### src/design/pjq_pkg.sv
// ----------------------------------------------------------------------------
// Priority job queue package
// Shared types and codes for the priority job queue and its cells.
// ----------------------------------------------------------------------------
package pjq_pkg;

    localparam logic [1:0] CMD_SUBMIT = 2'd0;
    localparam logic [1:0] CMD_CANCEL = 2'd1;
    localparam logic [1:0] CMD_TICK   = 2'd2;

    localparam logic [1:0] ST_OK      = 2'd0;
    localparam logic [1:0] ST_NOT_OK  = 2'd1;
    localparam logic [1:0] ST_BUSY    = 2'd2;

    localparam logic [1:0] MODE_START  = 2'd0;
    localparam logic [1:0] MODE_SINGLE = 2'd3;

    typedef struct packed {
        logic [15:0] job_id;
        logic [7:0]  prio;
        logic        cancelled;
    } entry_t;

    // Broadcast from the top level to every cell, already qualified by the beat.
    typedef struct packed {
        logic        rewrite_en;
        logic        cancel_en;
        logic        insert_en;
        logic        pop_en;
        logic [15:0] job_id;
        logic [7:0]  prio;
    } cell_req_t;

endpackage

### src/design/pjq_req_if.sv
// ----------------------------------------------------------------------------
// Priority job queue request channel
// Valid/ready channel carrying one command beat.
// ----------------------------------------------------------------------------
interface pjq_req_if;
    logic        valid;
    logic        ready;
    logic [1:0]  command;
    logic [15:0] job_id;
    logic [7:0]  priority_req;
    logic [1:0]  job_mode;
    logic        job_idle;

    modport source (
        output valid, command, job_id, priority_req, job_mode, job_idle,
        input  ready
    );
    modport sink (
        input  valid, command, job_id, priority_req, job_mode, job_idle,
        output ready
    );
endinterface

### src/design/pjq_rsp_if.sv
// ----------------------------------------------------------------------------
// Priority job queue response channel
// Valid/ready channel carrying one result beat.
// ----------------------------------------------------------------------------
interface pjq_rsp_if;
    logic        valid;
    logic        ready;
    logic [1:0]  status;
    logic        served_valid;
    logic [15:0] served_job_id;
    logic        dropped;

    modport source (
        output valid, status, served_valid, served_job_id, dropped,
        input  ready
    );
    modport sink (
        input  valid, status, served_valid, served_job_id, dropped,
        output ready
    );
endinterface

### src/design/priority_job_queue_with_cancel.sv
// ----------------------------------------------------------------------------
// Priority job queue with cancel
// Sorted job queue, highest priority at the head, built as a row of cells.
// ----------------------------------------------------------------------------
// The req channel takes one command per beat: submit, cancel or service tick.
// The rsp channel returns exactly one result beat for every command beat,
// in order. A command is decided in the cycle it is accepted: every cell
// compares its entry with the request in parallel, a first-match chain
// through the row picks the hit and the insert position, and the cells
// shift or load their entries at that edge. The result is registered and
// appears in the cycle after the command beat, and a command can be
// accepted every cycle as long as the receiver keeps taking results. The
// depth of the first-match chain, one step per cell, sets the cycle time.
// When the receiver stalls, the result register holds and req ready drops
// until the result is taken. Reset empties the queue at once; no clearing
// pass is needed, since the fill count marks which cells are held.
// ----------------------------------------------------------------------------
module priority_job_queue_with_cancel #(
    parameter int QUEUE_DEPTH = 4
) (
    input  logic      clk,
    input  logic      rst_n,
    pjq_req_if.sink   req,
    pjq_rsp_if.source rsp
);
    import pjq_pkg::*;

    localparam int CNT_W = $clog2(QUEUE_DEPTH + 1);

    logic [CNT_W-1:0] count_reg;
    logic [CNT_W-1:0] count_next;
    logic             rsp_valid_reg;
    logic [1:0]       status_reg;
    logic [1:0]       status_next;
    logic             served_reg;
    logic             served_next;
    logic [15:0]      served_id_reg;
    logic [15:0]      served_id_next;
    logic             dropped_reg;
    logic             dropped_next;

    logic             accept;
    logic             full;
    logic             empty;
    logic             rejected;
    logic             hit_any;
    cell_req_t        creq;

    logic   [QUEUE_DEPTH-1:0] occ;
    logic   [QUEUE_DEPTH:0]   hit_chain;
    logic   [QUEUE_DEPTH:0]   ins_chain;
    entry_t [QUEUE_DEPTH-1:0] eff;
    entry_t [QUEUE_DEPTH-1:0] ent;

    assign req.ready = !rsp_valid_reg || rsp.ready;
    assign accept    = req.valid && req.ready;
    assign full      = (count_reg == CNT_W'(QUEUE_DEPTH));
    assign empty     = (count_reg == '0);
    assign rejected  = req.job_idle && (req.job_mode != MODE_SINGLE);
    assign hit_any   = hit_chain[QUEUE_DEPTH];

    always_comb
    begin
        creq.job_id     = req.job_id;
        creq.prio       = req.priority_req;
        creq.rewrite_en = accept && (req.command == CMD_SUBMIT)
                          && ((req.job_mode == MODE_START) || (req.job_mode == MODE_SINGLE));
        creq.cancel_en  = accept && (req.command == CMD_CANCEL);
        creq.insert_en  = accept && (req.command == CMD_SUBMIT) && !rejected && !full;
        creq.pop_en     = accept && (req.command == CMD_TICK) && !empty;
    end

    assign hit_chain[0] = 1'b0;
    assign ins_chain[0] = 1'b0;

    for (genvar k = 0; k < QUEUE_DEPTH; k++)
    begin : g_cell
        localparam logic [CNT_W-1:0] IDX = CNT_W'(k);
        entry_t left_eff;
        entry_t right_ent;
        logic   left_occ;

        assign occ[k] = (IDX < count_reg);

        if (k == 0)
        begin : g_first
            assign left_eff = '0;
            assign left_occ = 1'b0;
        end
        else
        begin : g_mid
            assign left_eff = eff[k-1];
            assign left_occ = occ[k-1];
        end

        if (k == QUEUE_DEPTH - 1)
        begin : g_last
            assign right_ent = '0;
        end
        else
        begin : g_inner
            assign right_ent = ent[k+1];
        end

        pjq_cell u_cell (
            .clk       (clk),
            .req       (creq),
            .occ       (occ[k]),
            .left_occ  (left_occ),
            .left_eff  (left_eff),
            .right_ent (right_ent),
            .hit_in    (hit_chain[k]),
            .ins_in    (ins_chain[k]),
            .hit_out   (hit_chain[k+1]),
            .ins_out   (ins_chain[k+1]),
            .eff       (eff[k]),
            .ent       (ent[k])
        );
    end

    always_comb
    begin
        status_next    = ST_OK;
        served_next    = 1'b0;
        served_id_next = '0;
        dropped_next   = 1'b0;
        count_next     = count_reg;
        unique case (req.command)
            CMD_SUBMIT:
            begin
                if (rejected)
                begin
                    status_next = ST_NOT_OK;
                end
                else if (full)
                begin
                    status_next = ST_BUSY;
                end
            end
            CMD_CANCEL:
            begin
                status_next = hit_any ? ST_OK : ST_NOT_OK;
            end
            CMD_TICK:
            begin
                if (!empty)
                begin
                    dropped_next   = ent[0].cancelled;
                    served_next    = !ent[0].cancelled;
                    served_id_next = ent[0].cancelled ? 16'd0 : ent[0].job_id;
                end
            end
            default:
            begin
                status_next = ST_NOT_OK;
            end
        endcase
        if (creq.insert_en)
        begin
            count_next = count_reg + 1'b1;
        end
        else if (creq.pop_en)
        begin
            count_next = count_reg - 1'b1;
        end
    end

    always_ff @(posedge clk or negedge rst_n)
    begin
        if (!rst_n)
        begin
            count_reg     <= '0;
            rsp_valid_reg <= 1'b0;
        end
        else
        begin
            count_reg <= count_next;
            if (accept)
            begin
                rsp_valid_reg <= 1'b1;
            end
            else if (rsp.ready)
            begin
                rsp_valid_reg <= 1'b0;
            end
        end
    end

    always_ff @(posedge clk)
    begin
        if (accept)
        begin
            status_reg    <= status_next;
            served_reg    <= served_next;
            served_id_reg <= served_id_next;
            dropped_reg   <= dropped_next;
        end
    end

    assign rsp.valid         = rsp_valid_reg;
    assign rsp.status        = status_reg;
    assign rsp.served_valid  = served_reg;
    assign rsp.served_job_id = served_id_reg;
    assign rsp.dropped       = dropped_reg;

    a_count_bound: assert property (@(posedge clk) disable iff (!rst_n)
        count_reg <= CNT_W'(QUEUE_DEPTH))
        else $error("Queue fill count exceeds the depth.");

    a_served_xor_dropped: assert property (@(posedge clk) disable iff (!rst_n)
        rsp_valid_reg |-> !(served_reg && dropped_reg))
        else $error("A tick both served and dropped the head.");

    a_tick_pops: assert property (@(posedge clk) disable iff (!rst_n)
        (accept && (req.command == CMD_TICK) && !empty) |=> (count_reg == $past(count_reg) - 1'b1))
        else $error("A tick on a held queue did not remove the head.");

    a_idle_id_zero: assert property (@(posedge clk) disable iff (!rst_n)
        (rsp_valid_reg && !served_reg) |-> (served_id_reg == 16'd0))
        else $error("Served job id is set without a dispatch.");

endmodule

### src/design/pjq_cell.sv
// ----------------------------------------------------------------------------
// Priority job queue cell
// Holds one queue entry; rewrites, cancels, loads or shifts it each beat.
// ----------------------------------------------------------------------------
module pjq_cell (
    input  logic              clk,
    input  pjq_pkg::cell_req_t req,
    input  logic              occ,
    input  logic              left_occ,
    input  pjq_pkg::entry_t   left_eff,
    input  pjq_pkg::entry_t   right_ent,
    input  logic              hit_in,
    input  logic              ins_in,
    output logic              hit_out,
    output logic              ins_out,
    output pjq_pkg::entry_t   eff,
    output pjq_pkg::entry_t   ent
);
    import pjq_pkg::*;

    entry_t ent_reg;
    entry_t ent_next;
    entry_t new_ent;
    logic   first_hit;
    logic   greater;
    logic   at_pos;

    always_comb
    begin
        first_hit = occ && !hit_in && (ent_reg.job_id == req.job_id);
        hit_out   = hit_in || (occ && (ent_reg.job_id == req.job_id));

        new_ent.job_id    = req.job_id;
        new_ent.prio      = req.prio;
        new_ent.cancelled = 1'b0;

        // The rewritten priority is what the insert compares against.
        eff = (first_hit && req.rewrite_en) ? new_ent : ent_reg;

        greater = occ && (req.prio > eff.prio);
        at_pos  = !ins_in && (greater || !occ);
        ins_out = ins_in || greater || !occ;

        ent_next = eff;
        priority if (req.pop_en)
        begin
            ent_next = right_ent;
        end
        else if (req.insert_en && at_pos)
        begin
            ent_next = new_ent;
        end
        else if (req.insert_en && ins_in && left_occ)
        begin
            ent_next = left_eff;
        end
        else if (req.cancel_en && first_hit)
        begin
            ent_next.cancelled = 1'b1;
        end
    end

    always_ff @(posedge clk)
    begin
        ent_reg <= ent_next;
    end

    assign ent = ent_reg;

endmodule

### src/flat_wrapper.sv
// flat-port wrapper written by rule: the top's interface ports become plain ports
module priority_job_queue_with_cancel_flat import pjq_pkg::*;
#(
    parameter int QUEUE_DEPTH = 4
)
  (clk, rst_n, req_valid, req_command, req_job_id, req_priority_req, req_job_mode, req_job_idle, req_ready, rsp_valid, rsp_status, rsp_served_valid, rsp_served_job_id, rsp_dropped, rsp_ready);
  pjq_req_if req_i ();
  pjq_rsp_if rsp_i ();
  input  logic clk;
  input  logic rst_n;
  input wire logic [$bits(req_i.valid)-1:0] req_valid;
  input wire logic [$bits(req_i.command)-1:0] req_command;
  input wire logic [$bits(req_i.job_id)-1:0] req_job_id;
  input wire logic [$bits(req_i.priority_req)-1:0] req_priority_req;
  input wire logic [$bits(req_i.job_mode)-1:0] req_job_mode;
  input wire logic [$bits(req_i.job_idle)-1:0] req_job_idle;
  output wire logic [$bits(req_i.ready)-1:0] req_ready;
  output wire logic [$bits(rsp_i.valid)-1:0] rsp_valid;
  output wire logic [$bits(rsp_i.status)-1:0] rsp_status;
  output wire logic [$bits(rsp_i.served_valid)-1:0] rsp_served_valid;
  output wire logic [$bits(rsp_i.served_job_id)-1:0] rsp_served_job_id;
  output wire logic [$bits(rsp_i.dropped)-1:0] rsp_dropped;
  input wire logic [$bits(rsp_i.ready)-1:0] rsp_ready;
  assign req_i.valid = req_valid;
  assign req_i.command = req_command;
  assign req_i.job_id = req_job_id;
  assign req_i.priority_req = req_priority_req;
  assign req_i.job_mode = req_job_mode;
  assign req_i.job_idle = req_job_idle;
  assign req_ready = req_i.ready;
  assign rsp_valid = rsp_i.valid;
  assign rsp_status = rsp_i.status;
  assign rsp_served_valid = rsp_i.served_valid;
  assign rsp_served_job_id = rsp_i.served_job_id;
  assign rsp_dropped = rsp_i.dropped;
  assign rsp_i.ready = rsp_ready;
  priority_job_queue_with_cancel #(.QUEUE_DEPTH(QUEUE_DEPTH)) u_core (.clk(clk), .rst_n(rst_n), .req(req_i), .rsp(rsp_i));
endmodule
### config.mk
export PLATFORM = sky130hd
export DESIGN_NAME = priority_job_queue_with_cancel_flat
export DESIGN_NICKNAME = d
export VERILOG_FILES = /design/src/design/pjq_pkg.sv /design/src/design/pjq_req_if.sv /design/src/design/pjq_rsp_if.sv /design/src/design/priority_job_queue_with_cancel.sv /design/src/design/pjq_cell.sv /design/src/flat_wrapper.sv
export SDC_FILE = /design/constraint.sdc
export NUM_CORES = 1
export LEC_CHECK = 0
export BUFFER_PORTS_ARGS = -buffer_cell sky130_fd_sc_hd__buf_2
export CAP_MARGIN = 20
export CORE_MARGIN = 4
export CORE_UTILIZATION = 50
export CTS_CLUSTER_SIZE = 12
export DETAILED_ROUTE_END_ITERATION = 10
export PLACE_DENSITY_LB_ADDON = 0.08
export SYNTH_ARGS = -nofsm -noshare
export SYNTH_HDL_FRONTEND = slang
export SYNTH_SLANG_ARGS = --single-unit
export TNS_END_PERCENT = 30
### constraint.sdc
create_clock -name clk -period 3.94 [get_ports clk]
set_input_delay 0.788 -clock clk [delete_from_list [all_inputs] [get_ports clk]]
set_output_delay 0.788 -clock clk [all_outputs]
set_load 0.01 [all_outputs]
==> impl_results.md, run 1 <==
- Status: finished with violations
- Failing checks: setup timing
- DRT iter0 DRCs: 1029
- Final setup viols: 100
- Final wirelength: 29000 um
- CP max stage cell: or3b_4
- Fraction of layout cells with a size suffix above 1: 0.432
- Area of the die: 18000 um2
- CORE AREA: 15400 um2
- Layout Area Growth over Synthesis: 47.2%
- Top delay family on crit path: simple AND/OR/NAND/NOR gates
- # diodes: 0
- Synthesized area: 7960 um2
- Total GRT Usage: 0.297
- First-pass GRT wire length: 41900 um
- Placement Setup Slack: -1.03 ns
- Tightest Hold Check Type: input pin to asynchronous set/reset pin
- CP startpoint kind: input pin
- Net Count, Synth: 960
- Final Hold Vio Count: 0
- Cell Area, Placed: 9930 um2
- Root Driver: clkbuf_16
- Worst clock skew: 0.0103 ns
- I/O pin count: 55
- Setup TNS: -38.67 ns
- Commonest non-fill, non-tap cell in the layout: buf_4
- Die Y-Extent: 134 um
- Flops & latches, synth: 124
- H-tree depth: 4
- CTS Sinks: 124
- Fin crit period: 4.55 ns
- CTS tree: done
- Normalized max-slew margin: 0.376
- HPWL after detailed placement: 19200 um
- CP max FO: 10
- Synth async-reset ratio: 0.0323
- Fin worst setup slack: -0.608 ns
- Antenna-violating nets left: 0
- Worst-margin pin slew: 0.933 ns
- Crit end category: flop
- Worst Path Required: 4.25 ns
- Post-Synthesis Cells: 890
- Max reg flops: 100
- Hold Slack: 0.145 ns
- Initial antenna violation count: 1
- Grt total ovfl: 0
- Leak: 5.01 nW
- Layout net count: 1183
- Port bufs: 54
- Number of synthesis warnings: 0
- WS Path Type: input pin to flop
- Critical Path AT: 4.86 ns
- Setup repair after global routing missed its margin: true
- Max Cap Violations: 0
- Cts bufs inserted: 17
- Post-synth EDFFs: 20
- Starting Density: 0.518
- CTS Hold Bufs: 0
- Largest net degree at the start of global routing: 64
- Routed vias: 8189
- Clk_lat worst skew: 0.44 ns
- Clock Path Buffers: 2
- Primary FF master, synth: dfxtp_1
- CP bufs+invs: 6
- Gpl congestion: 0.951
- Cell Pwr Density: 665 nW/um2
- Synth cell types: 68
- Die width: 134 um
- Slowest stage delay, CP: 0.49 ns
- Register area share after synthesis: 0.340
- Commonest non-fill, non-tap cells in the layout: buf_4 (180), dfxtp_1 (100), nand2_1 (66)
- Post-Synthesis Mean Instance Area: 8.94 um2
- Clock Pin Slew Worst Setup and Hold Paths: 0.06 ns
- Max-slew violations: 0
- Drt pass-1 iters: 8
- Crit path cell chain: buf_2 -> buf_4 -> xor2_1 -> nor4_1 -> nand3_1 -> buf_4 -> o41ai_2 -> buf_4 -> buf_6 -> o21ai_1 -> a21boi_2 -> ha_1 -> nand4_1 -> o211ai_1 -> o21ai_2 -> o21ai_2 -> or3b_4 -> clkbuf_16 -> o21ai_2 -> o21ai_1
- Post-detailed-route via-to-cell ratio: 6.12
- DRC violations left: 0
- Fin crit share: 1.15
- Routed length per placed instance: 21.7 um
- Num rows: 45
- Filler Cells Inserted: 995
- Max rail drop VDD: 0.000366 V
- Design area: 11700 um2
- Number of global-route vias before repair: 7642
- FMAX: 220 MHz
[kinds of logic after synthesis]
logic type	after synthesis	synth area share
buffers and inverters	98	0.0532
flip-flops	124	0.340
XOR/XNOR	66	0.0727
AND/OR/NAND/NOR	216	0.144
adder cells (fa/ha/maj)	37	0.0582
AO/OA/AOI/OAI	249	0.202
multiplexers	100	0.130
[layer usage]
layer  track usage  share of wire  up-vias
li1              -              -     3704
met1         0.424           0.42     3893
met2         0.439           0.43      496
met3        0.0851           0.11       96
met4        0.0848          0.032        0
met5             0              0        -
[synth_stat cells, drive strengths merged, types with 2 or more instances]
library cell	n	area (um2)
a211oi	22	165
a21boi	17	128
a21o	6	45.0
a21oi	38	194
a22oi	13	97.6
and2	21	131
and3	6	37.5
and4	3	26.3
buf	32	174
clkbuf	38	144
dfrtp	4	100
dfxtp	100	2000
edfxtp	20	601
ha	37	463
inv	28	105
mux2	28	315
mux2i	72	721
nand2	69	259
nand2b	8	50.1
nand3	10	50.1
nand3b	4	30.0
nand4	16	100
nor2	27	101
nor2b	3	18.8
nor3	14	81.3
nor3b	3	22.5
nor4	14	93.8
nor4b	5	43.8
o2111a	2	22.5
o211a	2	20.0
o211ai	11	82.6
o21ai	92	460
o21bai	2	15.0
o221ai	9	78.8
o22ai	3	18.8
o31a	2	17.5
o31ai	17	128
o41ai	3	26.3
or2	4	25.0
or3b	2	20.0
or4	3	22.5
xnor2	23	201
xor2	43	377
[per-stage QoR]
step                total power, mW  utilization  std cells
detailed placement             5.34        0.646       1281
finish                         7.79        0.762       1337
floorplan                      3.84            -        890
global route                   8.14        0.762       1337
global placement               5.21        0.646       1281
CTS                            7.31        0.726       1329
[worst paths after layout]
| path | from | endpoint | slack, ns | cells past startpoint |
|---|---|---|---|---|
| max | req_job_id[6] | u_core.g_cell[2].u_cell.ent[13] | -0.61 | 20 |
| max reg2reg | u_core.g_cell[0].u_cell.ent[10] | u_core.g_cell[2].u_cell.ent[13] | -0.37 | 15 |
| min | rst_n | u_core.rsp.valid | 0.15 | 1 |
| min reg2reg | u_core.g_cell[1].u_cell.ent[0] | u_core.g_cell[0].u_cell.ent[0] | 0.45 | 2 |
| min in group clk | u_core.g_cell[1].u_cell.ent[0] | u_core.g_cell[0].u_cell.ent[0] | 0.45 | 2 |
| max in group asynchronous | rst_n | u_core.count_reg[0] | 3.68 | 1 |
[final cells by class]
type                            count  area (um2)  area share
Clock buffer                       18         429      0.0366
Clock inverter                     14         170      0.0145
Inverter                           28         109     0.00929
Multi-Input combinational cell    668        5740       0.490
Sequential cell                   124        2700       0.231
Tap cell                          211         264      0.0225
Timing Repair Buffer              274        2300       0.197
[where the power goes]
part           total [mW]  internal, mW  switching (mW)
sequential           2.20          1.80           0.405
clock                1.62         0.996           0.629
combinational        3.96          2.02            1.94
total                7.79          4.81            2.97
[timing repair]
item	4_1_cts	5_1_grt
gates resized for setup	140	128
setup endpoints to repair	100	100
cloned	3	3
setup buffers	13	6
endpoints found under the hold margin	0	0
pin swaps	31	35
Note: power is estimated with default switching activity, not from simulation.
==> inputs of run 2 (changes only) <==
==> constraint.sdc (replaced) <==
create_clock -name clk -period 3.94 [get_ports clk]
set_input_delay 0.197 -clock clk [delete_from_list [all_inputs] [get_ports clk]]
set_output_delay 0.197 -clock clk [all_outputs]
set_load 0.01 [all_outputs]
==> impl_results.md, run 2 (synthesis results as in run 1) <==
- Layout net count: 1180 (-0.25%)
- H-tree depth: 4 (unchanged)
- CP max stage cell: or4_4
- Initial antenna violation count: 0 (-1)
- RR Startpoint: u_core.g_cell[0].u_cell.ent[11]
- DRT iter0 DRCs: 788 (-23%)
- Worst Path Required: 4.24 ns (about the same)
- Failing checks: setup timing
- Clock Path Buffers: 2 (unchanged)
- Layout Area Growth over Synthesis: 43.6%
- CORE AREA: 15400 um2 (unchanged)
- Max rail drop VDD: 0.000377 V (+3.1%)
- Hold Slack: 0.0816 ns (-0.0639 ns)
- CP startpoint kind: flop
- Commonest non-fill, non-tap cells in the layout: buf_4 (187), dfxtp_1 (97), nand2_1 (66)
- Filler Cells Inserted: 1070 (+7.5%)
- CTS tree: done
- Die width: 134 um (unchanged)
- Routed vias: 8172 (-0.21%)
- Non-filler cells, final: 1334 (-0.22%)
- Slowest stage delay, CP: 0.54 ns (+0.05 ns)
- Max reg flops: 100 (unchanged)
- CP bufs+invs: 5 (-1)
- Grt total ovfl: 0 (unchanged)
- Status: finished with violations
- Critical Path AT: 4.54 ns (-0.32 ns)
- Clock power share: 0.200 (-0.009)
- Final wirelength: 28500 um (-1.7%)
- Fraction of layout cells with a size suffix above 1: 0.409 (-0.0229)
- Max-slew violations: 0 (unchanged)
- Tightest Hold Check Type: input pin to flop
- Fin crit share: 1.08 (-0.0771)
- # diodes: 0 (unchanged)
- Largest net degree at the start of global routing: 52 (-19%)
- Gate power share: 0.515 (+0.006)
- Hold EP: u_core.rsp.valid
- RR Endpoint: u_core.g_cell[1].u_cell.ent[21]
- Drt pass-1 iters: 7 (-1)
- Clk_lat worst skew: 0.43 ns (about the same)
- Setup repair after global routing missed its margin: true
- Die Y-Extent: 134 um (unchanged)
- Port bufs: 54 (unchanged)
- Cell Int Power: 4.72 mW (-1.9%)
- Routed length per placed instance: 21.4 um (-1.5%)
- Worst Min Path Start: rsp_ready
- Post-detailed-route via-to-cell ratio: 6.13 (about the same)
- Total GRT Usage: 0.313 (+0.0163)
- Cts bufs inserted: 17 (unchanged)
- CP max FO: 8 (-2)
- Leak: 4.88 nW (-2.5%)
- Final setup viols: 80 (-20%)
- Worst-margin pin slew: 0.722 ns (-0.211 ns)
- Starting Density: 0.518 (unchanged)
- Placement Setup Slack: -0.464 ns (+0.564 ns)
- Num rows: 45 (unchanged)
- Gpl congestion: 0.962 (+1.2%)
- R2R depth: 18 (+3)
- Clock Pin Slew Worst Setup and Hold Paths: 0.06 ns (about the same)
- Placed insts: 1285 (+0.31%)
- Commonest non-fill, non-tap cell in the layout: buf_4
- Final Hold Vio Count: 0 (unchanged)
- FMAX: 236 MHz (+7.2%)
- Normalized max-slew margin: 0.517 (+0.140)
- I/O pin count: 55 (unchanged)
- CTS Sinks: 124 (unchanged)
- Setup TNS: -16.77 ns (+21.91 ns)
- Crit path cell chain: xor2_1 -> or4_4 -> or3b_4 -> nor3_4 -> buf_12 -> mux2_4 -> inv_2 -> ha_4 -> a21oi_2 -> o221ai_2 -> a22o_1 -> buf_6 -> nand3b_1 -> buf_6 -> buf_12 -> mux2_4 -> mux2i_2 -> o21ai_1
- Net Switching: 2.90 mW (-2.4%)
- Max Cap Violations: 0 (unchanged)
- Fin worst setup slack: -0.305 ns (+0.304 ns)
- WS Path Type: flop to flop
- Number of global-route vias before repair: 8042 (+5.2%)
- R2R setup slack: -0.30 ns (+0.07 ns)
- Cell Pwr Density: 667 nW/um2 (+0.37%)
- Worst clock skew: 0.00790 ns (-0.00240 ns)
- Seq pwr share: 0.285 (+0.002)
- Antenna-violating nets left: 0 (unchanged)
- Top delay family on crit path: simple AND/OR/NAND/NOR gates
- Overall Power: 7.62 mW (-2.1%)
- Root Driver: clkbuf_16
- DRC violations left: 0 (unchanged)
- WHS Path Cells: 3
- Crit end category: flop
- First-pass GRT wire length: 44100 um (+5.3%)
- Fin crit period: 4.24 ns (-0.304 ns)
- HPWL after detailed placement: 20000 um (+4.3%)
- Area of the die: 18000 um2 (unchanged)
- Sw frac: 0.381 (-0.00132)
[run 2: changes by cell type in the layout (fill, tap and decap cells not counted), moves of 5 or more]
cell,before,now
buf_2,49,54
buf_6,18,8
o21ai_2,23,16
a211oi_2,14,7
a211oi_1,8,15
o21ai_1,48,59
buf_4,180,187
[run 2: area by class of cell]
type	instances	area, um2	area share
clock buffer	23	479	0.0419
clock inverter	9	87.6	0.00767
inverter	28	109	0.00953
multi-input combinational	668	5590	0.489
sequential	124	2710	0.237
tap	211	264	0.0231
timing repair buffer	271	2190	0.192
[run 2: repair_timing]
item,4_1_cts,5_1_grt
pin swaps,22,18
endpoints found under the hold margin,5,0
resized for setup,144,77
setup endpoints to repair,99,99
hold buffers,2,0
cloned,3,1
buffers inserted,8,4
[run 2: power groups by stage]
stage	registers (mW)	clock network, mW	logic [mW]
final	2.17	1.52	3.93
after global routing	2.21	1.59	4.18
after CTS	2.14	1.53	3.60
after detailed placement	2.15	0	3.28
after global placement	2.13	0	3.14
after floorplan	2.15	0	1.70
[run 2: how the worst max path moves through the flow]
stage / to / startpoint / cells after the start
2_1_floorplan: u_core.g_cell[3].u_cell.ent[15] / u_core.g_cell[0].u_cell.ent[11] / 17
3_3_place_gp: u_core.g_cell[3].u_cell.ent[15] / req_job_id[6] / 20
3_5_place_dp: u_core.g_cell[3].u_cell.ent[15] / req_job_id[5] / 18
4_1_cts: u_core.g_cell[3].u_cell.ent[2] / u_core.g_cell[0].u_cell.ent[9] / 15
5_1_grt: u_core.g_cell[2].u_cell.ent[1] / u_core.g_cell[0].u_cell.ent[11] / 17
6_report: u_core.g_cell[1].u_cell.ent[21] / u_core.g_cell[0].u_cell.ent[11] / 18
[run 2: through the flow]
step                       util  instance area (um2)
after floorplan               -                 8130
after global placement    0.650                 9990
after detailed placement  0.650                 9990
after CTS                 0.723                11100
after global routing      0.743                11400
final                     0.743                11400
[run 2: per-layer routing]
layer,global-route usage,vias up,routed length (um)
met4,0.0962,0,706
li1,-,3701,-
met3,0.0810,71,2630
met2,0.469,427,12500
met5,0,-,0
met1,0.445,3973,12700
[run 2: tightest hold or removal path, delay by kind of cell]
family	cells	cell delay, ns
AND/OR/NAND/NOR	2	0.20
buffers and inverters	1	0.07
